File: src/sv/qrt_pkg.sv
`timescale 1ns / 1ps
// ----------------------------------------------------------------------------
// qrt_pkg: shared types and constants of the routing estimate table
// Sizes, op codes, register indexes and the controller command struct.
// ----------------------------------------------------------------------------
package qrt_pkg;

   localparam int NODE_COUNT    = 64;
   localparam int NEIGHBOR_DIRS = 4;
   localparam int ESTIMATE_BITS = 16;
   localparam int NODE_BITS     = 6;
   localparam int DIR_BITS      = 2;
   localparam int ADDR_BITS     = DIR_BITS + NODE_BITS;
   localparam logic [ESTIMATE_BITS-1:0] Q_INF = '1;
   localparam logic [2:0] LOCAL_DIR = 3'd4;

   localparam logic [1:0] OP_ROUTE = 2'd0;
   localparam logic [1:0] OP_LEARN = 2'd1;
   localparam logic [1:0] OP_FILL  = 2'd2;
   localparam logic [1:0] OP_SHIFT = 2'd3;

   localparam logic [2:0] REG_OWN_ID     = 3'd0;
   localparam logic [2:0] REG_PRESENT    = 3'd1;
   localparam logic [2:0] REG_NORTH      = 3'd2;
   localparam logic [2:0] REG_EAST       = 3'd3;
   localparam logic [2:0] REG_SOUTH      = 3'd4;
   localparam logic [2:0] REG_WEST       = 3'd5;
   localparam logic [2:0] REG_LEARN_RATE = 3'd6;
   localparam logic [2:0] REG_LQT        = 3'd7;

   typedef enum logic [3:0] {
      ST_IDLE,
      ST_RD,        // issue reads (route: dir counter; learn: one entry)
      ST_RD_WAIT,   // last read data lands
      ST_DECIDE,    // route decision
      ST_L_MUL,     // learn multiply
      ST_L_WR,      // learn write
      ST_S_RD,      // shift sweep read
      ST_S_MUL,     // shift multiply
      ST_S_WR,      // shift write
      ST_F_WR,      // fill sweep write
      ST_OUT        // result held
   } state_type;

   typedef struct packed {
      logic       load;       // capture request
      logic       clr_cnt;
      logic       inc_cnt;
      logic       rd_route;   // read entry (cnt dir, dest)
      logic       rd_learn;   // read entry (dir_sel, dest)
      logic       rd_sweep;   // read entry (dir_sel, cnt node)
      logic       cap_route;  // fold read data into route compare
      logic       decide;
      logic       mul;
      logic       wr_learn;
      logic       wr_fill;
      logic       wr_shift;
      logic       out_valid;
   } cmd_type;

   typedef struct packed {
      logic [1:0] op;
      logic       cnt_last_dir;
      logic       cnt_last_node;
      logic       learn_ok;
      logic       sweep_ok;
   } status_type;

endpackage

File: src/sv/qrt_ctrl.sv
`timescale 1ns / 1ps
// ----------------------------------------------------------------------------
// qrt_ctrl: sequencer of the routing estimate table
// Steps each request through its read, arithmetic and write phases.
// ----------------------------------------------------------------------------
module qrt_ctrl (
   input  logic               clock,
   input  logic               reset,
   input  logic               req_fire,
   input  logic               rsp_fire,
   input  qrt_pkg::status_type sts,
   output qrt_pkg::cmd_type   cmd,
   output logic               req_tready
);
   import qrt_pkg::*;

   state_type state_ff, state_in;

   always_ff @(posedge clock) begin
      if (reset) state_ff <= ST_IDLE;
      else       state_ff <= state_in;
   end

   always_comb begin
      state_in = state_ff;
      unique case (state_ff)
         ST_IDLE:    if (req_fire) state_in = ST_RD;
         ST_RD: begin
            unique case (sts.op)
               OP_ROUTE: if (sts.cnt_last_dir) state_in = ST_RD_WAIT;
               OP_LEARN: state_in = sts.learn_ok ? ST_RD_WAIT : ST_OUT;
               OP_FILL:  state_in = sts.sweep_ok ? ST_F_WR : ST_OUT;
               default:  state_in = sts.sweep_ok ? ST_S_RD : ST_OUT;
            endcase
         end
         ST_RD_WAIT: state_in = (sts.op == OP_ROUTE) ? ST_DECIDE : ST_L_MUL;
         ST_DECIDE:  state_in = ST_OUT;
         ST_L_MUL:   state_in = ST_L_WR;
         ST_L_WR:    state_in = ST_OUT;
         ST_S_RD:    state_in = ST_S_MUL;
         ST_S_MUL:   state_in = ST_S_WR;
         ST_S_WR:    state_in = sts.cnt_last_node ? ST_OUT : ST_S_RD;
         ST_F_WR:    if (sts.cnt_last_node) state_in = ST_OUT;
         ST_OUT:     if (rsp_fire) state_in = ST_IDLE;
         default:    state_in = ST_IDLE;
      endcase
   end

   always_comb begin
      cmd = '0;
      req_tready = 1'b0;
      unique case (state_ff)
         ST_IDLE: begin
            req_tready  = 1'b1;
            cmd.load    = req_fire;
            cmd.clr_cnt = 1'b1;
         end
         ST_RD: begin
            if (sts.op == OP_ROUTE) begin
               cmd.rd_route = 1'b1;
               cmd.inc_cnt  = 1'b1;
            end else if (sts.op == OP_LEARN) begin
               cmd.rd_learn = 1'b1;
            end
         end
         ST_RD_WAIT: cmd.cap_route = (sts.op == OP_ROUTE);
         ST_DECIDE:  cmd.decide = 1'b1;
         ST_L_MUL:   cmd.mul = 1'b1;
         ST_L_WR:    cmd.wr_learn = 1'b1;
         ST_S_RD:    cmd.rd_sweep = 1'b1;
         ST_S_MUL:   cmd.mul = 1'b1;
         ST_S_WR: begin
            cmd.wr_shift = 1'b1;
            cmd.inc_cnt  = 1'b1;
         end
         ST_F_WR: begin
            cmd.wr_fill = 1'b1;
            cmd.inc_cnt = 1'b1;
         end
         ST_OUT:     cmd.out_valid = 1'b1;
         default:    cmd = '0;
      endcase
      // Route read data is registered; fold the previous read while reading the next.
      if (state_ff == ST_RD && sts.op == OP_ROUTE) cmd.cap_route = 1'b1;
   end

endmodule

File: config.mk
export PLATFORM = sky130hd
export DESIGN_NAME = qrt_ctrl
export DESIGN_NICKNAME = d
export VERILOG_FILES = /design/src/sv/qrt_pkg.sv /design/src/sv/qrt_ctrl.sv
export SDC_FILE = /design/constraint.sdc
export NUM_CORES = 1
export LEC_CHECK = 0
export ABC_AREA = 1
export BUFFER_PORTS_ARGS = -buffer_cell sky130_fd_sc_hd__buf_4
export CORE_AREA = 3 3 40 42
export DETAILED_ROUTE_END_ITERATION = 6
export DIE_AREA = 0 0 43 45
export GPL_ROUTABILITY_DRIVEN = 1
export PLACE_DENSITY = 0.74
export SYNTH_ARGS = -nofsm -noshare
export SYNTH_HDL_FRONTEND = slang
export SYNTH_SLANG_ARGS = --single-unit
File: constraint.sdc
create_clock -name clock -period 2.1 [get_ports clock]
set_input_delay 0.21 -clock clock [delete_from_list [all_inputs] [get_ports clock]]
set_output_delay 0.21 -clock clock [all_outputs]
set_load 0.02 [all_outputs]
=== Word level (Yosys, flattened, before mapping) ===
Index checks and enable logic that the tools add are counted.
W data, S select, Z words.

* Register bits: 4
* Output and inout bits: 14
* Word-level logic and storage cells: 51

* Equality and inequality tests: 16
* Mux-type cells: 27
* Reduce and logical (&&, ||, !) cells: 7

{| class="wikitable"
|+ Operators by type and width
! operator !! number
|-
| $pmux W4 S10 || 1
|-
| $mux W4 || 7
|-
| $eq A4 B3 Y1 const B || 4
|-
| $eq A4 B4 Y1 const B || 3
|-
| $mux W1 || 12
|-
| $pmux W4 S3 || 1
|-
| $eq A4 B2 Y1 const B || 2
|-
| $mux W2 || 4
|-
| $ne A2 B2 Y1 const B || 3
|-
| $reduce_or A2 Y1 || 3
|-
| $eq A4 B1 Y1 const B || 1
|-
| $logic_not A4 Y1 || 1
|-
| $reduce_and A4 Y1 || 1
|-
| $mux W3 || 1
|-
| $ne A3 B3 Y1 const B || 1
|-
| $eq A2 B1 Y1 const B || 1
|-
| $eq A2 B2 Y1 const B || 1
|-
| $logic_not A2 Y1 || 1
|-
| $pmux W1 S2 || 1
|-
| $logic_and A1 B1 Y1 || 1
|}

=== Depth between registers and ports, before layout ===
* Depth after elaboration: 4
* Mapped depth: 8
* Gate-level depth less buffers: 8

=== Worst setup path after synthesis ===
Ideal clock, no wire load.

* Path kind: register -> output
* From: reg state_ff[0]
* To: out cmd[10] in the netlist's numbering
* Arrival time: 1.355 ns
* Data required time: 1.890 ns
* Setup slack: 0.535 ns
* Stages on the path, launching flop included: 7
* Path buffers: 0
* Cells stage by stage: dfxtp_1 -> nand2_2 -> nor2_4 -> inv_1 -> nor2_1 -> inv_1 -> o21ai_0

{| class="wikitable"
|+ RTL lines
! what !! RTL line !! RTL
|-
| start: declaration || qrt_ctrl.sv:17 || <nowiki>state_type state_ff, state_in;</nowiki>
|-
| start signal: assignment || qrt_ctrl.sv:21 || <nowiki>else state_ff <= state_in;</nowiki>
|-
| end: declaration || qrt_ctrl.sv:12 || <nowiki>output qrt_pkg::cmd_type cmd,</nowiki>
|}

==> results.yml <==
placement:
  placed_cell_area_um2: 638
  hpwlAfterDp_um: 1140
  place_inst: 127
  gpl.final_weighted_congestion: 0.862
  port_buffers: 23
die:
  initial_util: 0.353
  floorplan.rows: 13
  die_w_um: 43
  io_pins: 24
  chipHeight_um: 45
  placeableCoreArea_mm2: 0.00128
  die_area_mm2: 0.00194
cells_and_area:
  nets: 127
  utilization: 0.514
  drive_above_1_share: 0.278
  largest_register: "state_ff"
  largest_register_ffs: 4
  final_design_area_no_fill_um2: 661
  post_layout_nonfiller_instances: 130
  area.growth.synth_to_final_pct: 45.5
  biggestRegsByFlops: "state_ff x4"
  antenna_cells_inserted: 0
timing:
  timing.final.crit_share: 0.817
  setup-tns-final_ns: 0
  slew_headroom: 0.798
  finalWorstPathRequiredPeriod_ns: 1.71
  tightest_slew_ns: 0.302
  grt_setup_unrepaired: "false"
  final-max-slew-violation-count: 0
  fmax_ghz: 0.583
  final.setup_skew_ns: 0.000156
  finalHoldViolations: 0
  holdWs_ns: 0.158
  setup_violations: 0
clock_network:
  root_buffer: "sky130_fd_sc_hd__clkbuf_4"
  hold_bufs_at_cts: 0
  cts_setup_buffers: 0
  cts.reportedPaths.clkPinSlew_ns: 0.04
  cts_num_sinks: 4
  insertion_delay_ns: 0.24
  cts_max_path_buffers: 2
  cts_tree: "yes"
  deepest_level_of_the_cts_h_tree: 1
  cts_made_buffers: 3
  count_of_instances_resized_after_the_clock_tree_is_built: 0
grt:
  initial_antenna_violation_count: 0
  largest_net_degree_at_the_start_of_global_routing: 7
  wire_length_of_the_first_global_routing_pass_um: 2140
  vias_in_the_first_global_route: 555
  globalRoute.totalOverflow: 0
  grt_use_total: 0.145
drt:
  drcViolationCount: 0
  wirelength_um: 1320
  initialDrtViolationCount: 11
  routed_wire_length_per_instance_um: 10.2
  drt-vias-per-instance: 4.71
  detail-route-antenna-nets: 0
  first_pass_iters: 4
  route.vias.total: 612
pwr:
  irDropWorstVdd_mv: 0.906
  power.density_cell_area_mw_per_mm2: 1270
  power_leakage_nw: 0.384
setup_path:
  worstReg2RegEnd: "state_ff[0]$_SDFFE_PP0P_"
  worst-endpoint-required_ns: 1.89
  worstPathMaxFanout: 6
  critical-path-slowest-cell: "sky130_fd_sc_hd__dfxtp_1"
  setup.worst_path.start_class: "register"
  worst-setup-path-type: "register to output pin"
  crit_top_cell: "sky130_fd_sc_hd__inv_1"
  critical_path.cell_chain: "nand2_2 > nor2_4 > inv_1 > nor2_1 > inv_1 > o21ai_0 > buf_4"
  timing.reg2reg.worst_path_depth: 7
  cp.arrival_ns: 1.50
  regToRegStartpoint: "state_ff[3]$_SDFFE_PP0P_"
  setup.worst_path.end_class: "output pin"
  max_stage_delay_ns: 0.43
  rrSetupSlack_ns: 0.76
logic_synthesis:
  synth.yosys.seq_area_share: 0.176
  post_synth_num_cell_types: 16
  mappedNetlistNets: 100
  yosys_register_bits: 4
  instance_count_of_the_mapped_netlist: 90
  post_synth.cell_area_avg_um2: 5.05
  synth-warning-count: 0
  syn_area_um2: 454
min_path:
  min_path_cells: 2
  worst_hold_path.endpoint: "state_ff[1]$_SDFFE_PP0P_"
  hold_start: "reset"
  worst_hold_path_type: "input pin to register"
job:
  drv_cap: 0
outcome:
  status: "complete, no violations"
layout by cell type, fill, tap and decap left out, drive strengths merged:
master	synthesis	layout
nand2	31	31
buf	1	23
nor2	20	20
inv	17	17
a21oi	4	4
nand3	4	4
dfxtp	4	4
o21ai	4	4
clkbuf	0	3
nor3	2	2
nand3b	2	2
a41oi	1	1
final cells by class:
| type | instances | area [µm²] |
|---|---|---|
| flip-flops and latches | 4 | 80.1 |
| multi-input cells | 68 | 303 |
| well taps | 15 | 18.8 |
| fillers | 155 | 624 |
| inverters | 17 | 63.8 |
| repair buffers | 23 | 173 |
| clock buffers | 3 | 22.5 |
kinds of logic after synthesis:
group	count (synthesis)	share of synthesized area
AOI/OAI and AO/OA	9	0.107
and+or+nand+nor	59	0.559
buffers and inverters	18	0.157
DFF	4	0.176
worst max-delay path, delay by kind of cell (launching register included):
kind            cells  cell delay, ns
simple gates        3            0.44
flops               1            0.43
buf+inv             3            0.32
compound gates      1            0.08
synthesized netlist by cell type, drive strengths merged:
cell type,number,area (µm²)
a21oi,4,20.0
a41oi,1,8.76
buf,1,7.51
dfxtp,4,80.1
inv,17,63.8
nand2,31,119
nand3,4,20.0
nand3b,2,15.0
nor2,20,90.1
nor3,2,10.0
o21ai,4,20.0
per-layer routing:
layer,track usage,part of all wire
met5,0,0
met4,0.0181,0
met3,0.0558,0.092
met2,0.269,0.49
met1,0.163,0.42
through the flow:
stage | power, mW | setup WS, ns
4_1_cts | 0.843 | 0.399
2_1_floorplan | 0.560 | 0.535
3_3_place_gp | 0.735 | 0.710
6_report | 0.840 | 0.385
5_1_grt | 0.916 | 0.224
3_5_place_dp | 0.741 | 0.662
power breakdown:
group | internal, mW | switching, mW
registers | 0.104 | 0.0345
logic | 0.220 | 0.380
clock network | 0.0643 | 0.0368
worst max-delay path by stage:
stage | slack [ns] | startpoint | to | depth (start not counted)
floorplan | 0.54 | state_ff[0]$_SDFFE_PP0P_ | cmd[10] | 6
global placement | 0.71 | state_ff[0]$_SDFFE_PP0P_ | cmd[10] | 7
detailed placement | 0.66 | state_ff[0]$_SDFFE_PP0P_ | cmd[10] | 7
CTS | 0.40 | state_ff[0]$_SDFFE_PP0P_ | cmd[10] | 7
global route | 0.22 | state_ff[0]$_SDFFE_PP0P_ | cmd[10] | 7
finish | 0.39 | state_ff[0]$_SDFFE_PP0P_ | cmd[10] | 7
Power figures use the tool's default switching activity.
